## config.mk

```make
export PLATFORM = sky130hd
export DESIGN_NAME = digit_modular_exponentiation
export DESIGN_NICKNAME = d
export VERILOG_FILES = /design/src/sv/dme_pkg.sv /design/src/sv/dme_mulmod.sv /design/src/sv/dme_cfg_regs.sv /design/src/sv/digit_modular_exponentiation.sv
export SDC_FILE = /design/constraint.sdc
export NUM_CORES = 1
export LEC_CHECK = 0
export ABC_CLOCK_PERIOD_IN_PS = 5400
export BUFFER_PORTS_ARGS = -buffer_cell sky130_fd_sc_hd__buf_2
export CORE_UTILIZATION = 55
export CTS_BUF_LIST = sky130_fd_sc_hd__clkbuf_8
export DETAILED_ROUTE_END_ITERATION = 12
export GPL_ROUTABILITY_DRIVEN = 0
export PLACE_DENSITY_LB_ADDON = 0.05
export SETUP_SLACK_MARGIN = 0.3
export SLEW_MARGIN = 40
export SYNTH_ARGS = -nofsm -noshare
export SYNTH_HDL_FRONTEND = slang
export SYNTH_HIERARCHICAL = 1
export SYNTH_SLANG_ARGS = --single-unit
```

## constraint.sdc

```tcl
create_clock -name aclk -period 5.4 [get_ports aclk]
set_input_delay 0.27 -clock aclk [delete_from_list [all_inputs] [get_ports aclk]]
set_output_delay 0.27 -clock aclk [all_outputs]
set_load 0.03 [all_outputs]
```

## src/sv/dme_pkg.sv

```systemverilog
// dme_pkg: shared constants, register indexes and sequencer state type
// for the digit modular exponentiation block.
// No dependencies.
`timescale 1ns / 1ps

package dme_pkg;

    // modulus arithmetic width (4 to 32)
    localparam int MOD_WIDTH = 16;
    localparam int MOD_CNT_W = $clog2(MOD_WIDTH);

    // fixed field widths
    localparam int CHAR_W     = 8;
    localparam int RES_W      = 16;
    localparam int CFG_DATA_W = 16;
    localparam int CFG_IDX_W  = 2;
    localparam int EXP_W      = 16;
    localparam int BASE_W     = 4;

    // register indexes
    localparam logic [CFG_IDX_W-1:0] REG_MODULUS  = CFG_IDX_W'(0);
    localparam logic [CFG_IDX_W-1:0] REG_EXPONENT = CFG_IDX_W'(1);

    // reset values
    localparam logic [MOD_WIDTH-1:0] MODULUS_RST  = MOD_WIDTH'(2);
    localparam logic [EXP_W-1:0]     EXPONENT_RST = EXP_W'(1);

    localparam logic [CHAR_W-1:0] ASCII_ZERO = 8'd48;
    localparam logic [CHAR_W-1:0] ASCII_NINE = 8'd57;

    typedef enum logic [2:0] {
        ST_IDLE,
        ST_BASE_GO,
        ST_BASE_WAIT,
        ST_STEP,
        ST_MUL_WAIT,
        ST_SQ_GO,
        ST_SQ_WAIT,
        ST_DONE
    } dme_state_t;

endpackage

```

## src/sv/dme_mulmod.sv

```systemverilog
// dme_mulmod: bit-serial interleaved modular multiplier, one bit of the
// multiplier per cycle, MSB first. Needs a < m and m >= 1.
// Depends on dme_pkg.
`timescale 1ns / 1ps

module dme_mulmod (
    input  logic                          aclk,
    input  logic                          aresetn,
    input  logic                          start,
    input  logic [dme_pkg::MOD_WIDTH-1:0] op_a,
    input  logic [dme_pkg::MOD_WIDTH-1:0] op_b,
    input  logic [dme_pkg::MOD_WIDTH-1:0] op_m,
    output logic                          done,
    output logic [dme_pkg::MOD_WIDTH-1:0] result
);

    logic                          busy_reg, busy_next;
    logic                          done_reg, done_next;
    logic [dme_pkg::MOD_CNT_W-1:0] cnt_reg, cnt_next;
    logic [dme_pkg::MOD_WIDTH-1:0] a_reg, a_next;
    logic [dme_pkg::MOD_WIDTH-1:0] b_reg, b_next;
    logic [dme_pkg::MOD_WIDTH-1:0] m_reg, m_next;
    logic [dme_pkg::MOD_WIDTH-1:0] r_reg, r_next;

    logic [dme_pkg::MOD_WIDTH:0] dbl;
    logic [dme_pkg::MOD_WIDTH:0] dbl_red;
    logic [dme_pkg::MOD_WIDTH:0] sum;
    logic [dme_pkg::MOD_WIDTH:0] sum_red;
    logic [dme_pkg::MOD_WIDTH:0] m_ext;

    // one step: r = (2r mod m + bit * a) mod m, each part below 2m
    always_comb begin
        m_ext   = {1'b0, m_reg};
        dbl     = {r_reg, 1'b0};
        dbl_red = (dbl >= m_ext) ? dbl - m_ext : dbl;
        sum     = dbl_red + (b_reg[dme_pkg::MOD_WIDTH-1] ? {1'b0, a_reg} : '0);
        sum_red = (sum >= m_ext) ? sum - m_ext : sum;
    end

    // load operands on start, then advance one multiplier bit a cycle
    always_comb begin
        busy_next = busy_reg;
        done_next = 1'b0;
        cnt_next  = cnt_reg;
        a_next    = a_reg;
        b_next    = b_reg;
        m_next    = m_reg;
        r_next    = r_reg;
        if (start) begin
            busy_next = 1'b1;
            cnt_next  = dme_pkg::MOD_CNT_W'(dme_pkg::MOD_WIDTH - 1);
            a_next    = op_a;
            b_next    = op_b;
            m_next    = op_m;
            r_next    = '0;
        end else if (busy_reg) begin
            r_next   = sum_red[dme_pkg::MOD_WIDTH-1:0];
            b_next   = {b_reg[dme_pkg::MOD_WIDTH-2:0], 1'b0};
            cnt_next = cnt_reg - 1'b1;
            if (cnt_reg == '0) begin
                busy_next = 1'b0;
                done_next = 1'b1;
            end
        end
    end

    always_ff @(posedge aclk) begin
        if (!aresetn) begin
            busy_reg <= 1'b0;
            done_reg <= 1'b0;
        end else begin
            busy_reg <= busy_next;
            done_reg <= done_next;
        end
        cnt_reg <= cnt_next;
        a_reg   <= a_next;
        b_reg   <= b_next;
        m_reg   <= m_next;
        r_reg   <= r_next;
    end

    assign done   = done_reg;
    assign result = r_reg;

endmodule

```

## src/sv/dme_cfg_regs.sv

```systemverilog
// dme_cfg_regs: modulus and exponent configuration registers behind a
// valid/ready write channel. Writes to unknown indexes are dropped.
// Depends on dme_pkg.
`timescale 1ns / 1ps

module dme_cfg_regs (
    input  logic                           aclk,
    input  logic                           aresetn,
    input  logic                           cfg_valid,
    output logic                           cfg_ready,
    input  logic [dme_pkg::CFG_IDX_W-1:0]  cfg_index,
    input  logic [dme_pkg::CFG_DATA_W-1:0] cfg_data,
    output logic [dme_pkg::MOD_WIDTH-1:0]  modulus,
    output logic [dme_pkg::EXP_W-1:0]      exponent
);

    logic [dme_pkg::MOD_WIDTH-1:0] modulus_reg, modulus_next;
    logic [dme_pkg::EXP_W-1:0]     exponent_reg, exponent_next;

    // decode the write index
    always_comb begin
        modulus_next  = modulus_reg;
        exponent_next = exponent_reg;
        if (cfg_valid) begin
            unique case (cfg_index)
                dme_pkg::REG_MODULUS:  modulus_next  = dme_pkg::MOD_WIDTH'(cfg_data);
                dme_pkg::REG_EXPONENT: exponent_next = dme_pkg::EXP_W'(cfg_data);
                default: ;
            endcase
        end
    end

    always_ff @(posedge aclk) begin
        if (!aresetn) begin
            modulus_reg  <= dme_pkg::MODULUS_RST;
            exponent_reg <= dme_pkg::EXPONENT_RST;
        end else begin
            modulus_reg  <= modulus_next;
            exponent_reg <= exponent_next;
        end
    end

    assign cfg_ready = 1'b1;
    assign modulus   = modulus_reg;
    assign exponent  = exponent_reg;

endmodule

```

## src/sv/digit_modular_exponentiation.sv

```systemverilog
// digit_modular_exponentiation: top level; square-and-multiply sequencer
// around one shared bit-serial modular multiplier, plus result register.
// Depends on dme_pkg, dme_mulmod, dme_cfg_regs.
//
//  channel   ports                                   direction
//  input     s_valid s_ready s_char_in               in
//  result    m_valid m_ready m_residue m_cipher_byte  out
//            m_bad_char
//  config    cfg_valid cfg_ready cfg_index cfg_data  in
//
// A digit is first reduced mod m in the shared multiplier (base reduction);
// then, per exponent bit from the LSB, a multiply when the bit is set and a
// square, until the exponent is zero. A non-digit or a zero modulus skips
// the multiplier and goes straight to the result register.
// Input is taken only while the sequencer is idle; a finished result waits
// in the output register, and the next character may be taken meanwhile.
// Reset (aresetn, synchronous) restores modulus 2 and exponent 1.
`timescale 1ns / 1ps

module digit_modular_exponentiation (
    input  logic                           aclk,
    input  logic                           aresetn,
    input  logic                           s_valid,
    output logic                           s_ready,
    input  logic [dme_pkg::CHAR_W-1:0]     s_char_in,
    output logic                           m_valid,
    input  logic                           m_ready,
    output logic [dme_pkg::RES_W-1:0]      m_residue,
    output logic [dme_pkg::CHAR_W-1:0]     m_cipher_byte,
    output logic                           m_bad_char,
    input  logic                           cfg_valid,
    output logic                           cfg_ready,
    input  logic [dme_pkg::CFG_IDX_W-1:0]  cfg_index,
    input  logic [dme_pkg::CFG_DATA_W-1:0] cfg_data
);

    logic [dme_pkg::MOD_WIDTH-1:0] modulus;
    logic [dme_pkg::EXP_W-1:0]     exponent;

    dme_pkg::dme_state_t state_reg, state_next;

    logic [dme_pkg::BASE_W-1:0]    base_reg, base_next;
    logic [dme_pkg::MOD_WIDTH-1:0] acc_reg, acc_next;
    logic [dme_pkg::MOD_WIDTH-1:0] sq_reg, sq_next;
    logic [dme_pkg::EXP_W-1:0]     exp_reg, exp_next;
    logic                          bad_reg, bad_next;

    logic                          out_valid_reg, out_valid_next;
    logic [dme_pkg::RES_W-1:0]     out_res_reg, out_res_next;
    logic [dme_pkg::CHAR_W-1:0]    out_cb_reg, out_cb_next;
    logic                          out_bad_reg, out_bad_next;

    logic                          mul_start;
    logic [dme_pkg::MOD_WIDTH-1:0] mul_a;
    logic [dme_pkg::MOD_WIDTH-1:0] mul_b;
    logic                          mul_done;
    logic [dme_pkg::MOD_WIDTH-1:0] mul_res;

    logic                          is_digit;
    logic [dme_pkg::CHAR_W-1:0]    digit_val;
    logic [dme_pkg::MOD_WIDTH-1:0] one_mod;
    logic                          in_accept;

    dme_cfg_regs u_cfg (
        .aclk      (aclk),
        .aresetn   (aresetn),
        .cfg_valid (cfg_valid),
        .cfg_ready (cfg_ready),
        .cfg_index (cfg_index),
        .cfg_data  (cfg_data),
        .modulus   (modulus),
        .exponent  (exponent)
    );

    dme_mulmod u_mulmod (
        .aclk    (aclk),
        .aresetn (aresetn),
        .start   (mul_start),
        .op_a    (mul_a),
        .op_b    (mul_b),
        .op_m    (modulus),
        .done    (mul_done),
        .result  (mul_res)
    );

    // classify the character and form 1 mod m
    always_comb begin
        is_digit  = (s_char_in >= dme_pkg::ASCII_ZERO) && (s_char_in <= dme_pkg::ASCII_NINE);
        digit_val = s_char_in - dme_pkg::ASCII_ZERO;
        one_mod   = (modulus == dme_pkg::MOD_WIDTH'(1)) ? '0 : dme_pkg::MOD_WIDTH'(1);
        in_accept = s_valid && s_ready;
    end

    // sequencer: base reduction, then square-and-multiply from exponent LSB
    always_comb begin
        state_next     = state_reg;
        base_next      = base_reg;
        acc_next       = acc_reg;
        sq_next        = sq_reg;
        exp_next       = exp_reg;
        bad_next       = bad_reg;
        out_valid_next = out_valid_reg;
        out_res_next   = out_res_reg;
        out_cb_next    = out_cb_reg;
        out_bad_next   = out_bad_reg;
        mul_start      = 1'b0;
        mul_a          = acc_reg;
        mul_b          = sq_reg;
        s_ready        = 1'b0;

        // drop the result once taken
        if (out_valid_reg && m_ready) begin
            out_valid_next = 1'b0;
        end

        unique case (state_reg)
            dme_pkg::ST_IDLE: begin
                s_ready = 1'b1;
                if (in_accept) begin
                    base_next = digit_val[dme_pkg::BASE_W-1:0];
                    acc_next  = one_mod;
                    exp_next  = exponent;
                    bad_next  = !is_digit;
                    if (!is_digit || modulus == '0) begin
                        acc_next   = '0;
                        state_next = dme_pkg::ST_DONE;
                    end else begin
                        state_next = dme_pkg::ST_BASE_GO;
                    end
                end
            end
            dme_pkg::ST_BASE_GO: begin
                // base mod m as (1 mod m) * base
                mul_start  = 1'b1;
                mul_a      = acc_reg;
                mul_b      = dme_pkg::MOD_WIDTH'(base_reg);
                state_next = dme_pkg::ST_BASE_WAIT;
            end
            dme_pkg::ST_BASE_WAIT: begin
                if (mul_done) begin
                    sq_next    = mul_res;
                    state_next = dme_pkg::ST_STEP;
                end
            end
            dme_pkg::ST_STEP: begin
                if (exp_reg == '0) begin
                    state_next = dme_pkg::ST_DONE;
                end else if (exp_reg[0]) begin
                    mul_start  = 1'b1;
                    mul_a      = acc_reg;
                    mul_b      = sq_reg;
                    state_next = dme_pkg::ST_MUL_WAIT;
                end else begin
                    state_next = dme_pkg::ST_SQ_GO;
                end
            end
            dme_pkg::ST_MUL_WAIT: begin
                if (mul_done) begin
                    acc_next   = mul_res;
                    state_next = dme_pkg::ST_SQ_GO;
                end
            end
            dme_pkg::ST_SQ_GO: begin
                mul_start  = 1'b1;
                mul_a      = sq_reg;
                mul_b      = sq_reg;
                state_next = dme_pkg::ST_SQ_WAIT;
            end
            dme_pkg::ST_SQ_WAIT: begin
                if (mul_done) begin
                    sq_next    = mul_res;
                    exp_next   = exp_reg >> 1;
                    state_next = dme_pkg::ST_STEP;
                end
            end
            dme_pkg::ST_DONE: begin
                // hold until the output register is free
                if (!out_valid_reg || m_ready) begin
                    out_valid_next = 1'b1;
                    out_res_next   = dme_pkg::RES_W'(acc_reg);
                    out_cb_next    = dme_pkg::CHAR_W'(acc_reg) + dme_pkg::ASCII_ZERO;
                    out_bad_next   = bad_reg;
                    state_next     = dme_pkg::ST_IDLE;
                end
            end
            default: state_next = dme_pkg::ST_IDLE;
        endcase
    end

    always_ff @(posedge aclk) begin
        if (!aresetn) begin
            state_reg     <= dme_pkg::ST_IDLE;
            out_valid_reg <= 1'b0;
        end else begin
            state_reg     <= state_next;
            out_valid_reg <= out_valid_next;
        end
        base_reg    <= base_next;
        acc_reg     <= acc_next;
        sq_reg      <= sq_next;
        exp_reg     <= exp_next;
        bad_reg     <= bad_next;
        out_res_reg <= out_res_next;
        out_cb_reg  <= out_cb_next;
        out_bad_reg <= out_bad_next;
    end

    assign m_valid       = out_valid_reg;
    assign m_residue     = out_res_reg;
    assign m_cipher_byte = out_cb_reg;
    assign m_bad_char    = out_bad_reg;

endmodule
```

==> results.ini <==
[synthesis]
synth_cell_types=73
yosys_warnings=6
async_flop_share_pct=0
ys_seq_area_share_pct=49.4
synth.ff_latch_count=180
synth_flop_cell=edfxtp_1
synthesis.nets=937
synth-edff-count=122
synthesis.area_um2=9780
syn_area_per_cell_um2=11.5
synthCells=852

[finish]
nNetsFinal=1089
drive_gt1_share_pct=32.6
fin_area_um2=11800
nFillCells=1290
area_growth_pct=20.7
diodes=0

[clock_network]
cts_max_level=4
root_buffer=clkbuf_8
clkSinkCount=180
cts_tree=built
clockBufferDepth=2
path_clk_slew_ns=0.10
cts_buffers=17
clk_latency_ns=0.47

[placement]
port_buffers=57
dpl_cell_area_um2=10900
place_hpwl_mm=16.2
pre_cts_slack_ns=-0.316

[global_routing]
grt_max_degree=72
gr-usage-all-layers_pct=25.4
grt-ovfl-total=0
grt_pass1_wl_mm=35.2
grt_pass1_vias=6909
antenna_found_initial=0

[setup_path]
max_stage_delay_ns=0.41
crit_buf_inv=4
required_ns=5.78
critical-path-slowest-cell=edfxtp_1
crit_top_cell=ha_4
cp_top_family=compound AO/OA/AOI/OAI gates
end_kind=flip-flop
regToRegSetupSlack_ns=-0.15
startpoint_type=flip-flop
cp.arrival_ns=5.93
critPathKind=reg -> reg
cp_max_fo=6

[floorplan]
rows=48
ioPinCount=59
die_area_um2=18300
coreArea_um2=17400
start_util_pct=56.3
fp.dieW_um=135
die_h_um=135

[route]
vias_per_cell=5.61
first_iter_violations=458
drcViolationCount=0
wire_per_inst_um=18.0
drt_first_pass_iters=5
vias=6973
routed_wl_mm=22.4
postRouteAntennaNets=0

[timing]
drv_slew=0
rsz0062_at_grt=true
worst_pin_slew_ns=0.743
fin_skew_ns=0.0185
fmax_mhz=180
layout_setup_ws_ns=-0.146
hold_viol=0
timing.final.crit_share_pct=103
relSlewSlack_pct=50.4
period_needed_ns=5.55
setup_viol_count_final=15

[hold_path]
hold_class=in -> reg

[run_status]
violations=setup timing
status=finished, violations left

[job]
maxCapViolations=0

## cell type report
cell class	count	area, µm²	share of cell area (%)
Clock buffer	17	234	1.98
Clock inverter	15	163	1.38
Sequential cell	180	4820	40.9
Inverter	44	165	1.40
Multi-Input combinational cell	593	4950	41.9
Tap cell	225	282	2.39
Timing Repair Buffer	168	1190	10.1
## per-layer routing
metal | GRT usage (%) | vias to the layer above | wire length [µm]
met5 | 0 | - | 0
met4 | 8.68 | 0 | 444
met3 | 3.85 | 30 | 751
met2 | 44.0 | 167 | 11100
met1 | 32.2 | 3363 | 10000
li1 | - | 3413 | -
## kinds of logic after synthesis
logic type,count (synthesis),share of synthesized area [%]
and+or+nand+nor,239,13.0
DFF,180,49.4
AOI/OAI and AO/OA,153,10.7
muxes,101,11.5
buffers and inverters,80,4.25
adders and majority gates,54,7.14
xor gates and xnor gates,44,3.94
other,1,0.0384
## placed cells by master, fill, tap and decap left out, types with 10 or more instances in the layout
cell type    n
edfxtp_1   122
buf_4       98
nand2_1     67
dfxtp_1     58
buf_2       56
mux2_2      45
nor2_1      42
inv_1       40
ha_1        40
mux2i_1     40
a21oi_1     39
and2_1      34
xnor2_1     31
clkbuf_8    17
nor2b_1     16
o21ai_0     15
a21o_1      14
mux2_4      13
a211oi_1    12
ha_4        10
## per-stage QoR
step / instances / utilization [%] / hold WS (ns) / TNS, ns
global route: 1242 / 68.0 / 0.0575 / -4.35
CTS: 1241 / 67.3 / 0.0253 / -0.295
detailed placement: 1188 / 62.7 / 0.416 / -3.39
floorplan: 852 / - / 0.369 / 0
global placement: 1187 / 62.7 / 0.403 / -0.985
finish: 1242 / 68.0 / 0.0622 / -1.29
## cell usage after synthesis (9+ instances only)
cell type | number | share of area, %
nor3_1 | 10 | 0.51
inv_1 | 44 | 1.7
nand2b_1 | 9 | 0.58
edfxtp_1 | 122 | 37
a211oi_1 | 15 | 1.2
and2_1 | 34 | 2.2
mux2i_1 | 43 | 4.4
a21o_1 | 14 | 1.1
a21oi_1 | 50 | 2.6
o21ai_0 | 20 | 1.0
clkbuf_1 | 11 | 0.42
ha_1 | 51 | 6.5
nor2b_1 | 18 | 1.2
nand2_1 | 67 | 2.6
nand3_1 | 11 | 0.56
nor4_1 | 9 | 0.58
mux2_4 | 11 | 1.7
dfxtp_1 | 58 | 12
mux2_2 | 47 | 5.4
xor2_1 | 10 | 0.90
nor2_1 | 45 | 1.7
xnor2_1 | 34 | 3.0
## worst register-to-register path, stage by stage (launching register included)
cell	delay [ns]
edfxtp_1	0.41
inv_2	0.09
ha_4	0.20
a21o_1	0.15
a211o_1	0.29
a41o_1	0.26
a2111oi_4	0.30
nor2_4	0.11
buf_12	0.15
mux2_4	0.33
ha_4	0.27
nand3b_1	0.13
a31o_4	0.28
a21oi_4	0.19
xor2_2	0.29
ha_4	0.27
a21oi_2	0.18
o21ai_2	0.11
o41ai_4	0.33
o21ai_2	0.10
a41oi_2	0.15
buf_6	0.15
nand3_4	0.13
buf_4	0.22
mux2i_1	0.13
a211oi_1	0.26
## final timing paths
kind	start	depth (start not counted)	endpoint
worst max register to register	u_mulmod/m_reg[14]$_DFFE_PP_	25	u_mulmod/result[10]$_SDFFE_PP0P_
worst max-delay path	u_mulmod/m_reg[14]$_DFFE_PP_	25	u_mulmod/result[10]$_SDFFE_PP0P_
worst min register to register	bad_reg$_DFFE_PP_	0	m_bad_char$_DFFE_PP_
worst min-delay path	cfg_data[0]	3	u_cfg/modulus[0]$_SDFFE_PN0P_
## timing repair
item	CTS	global route
hold buffers	4	0
endpoints found under the setup margin	16	16
resized for setup	40	22
buffers inserted	16	1
gates cloned	1	0
hold endpoints to repair	4	0
pin swaps	32	14
Power is left out: the tool's default activity adds up to more than one toggle a clock period on the data nets, which glitch-free logic cannot reach.
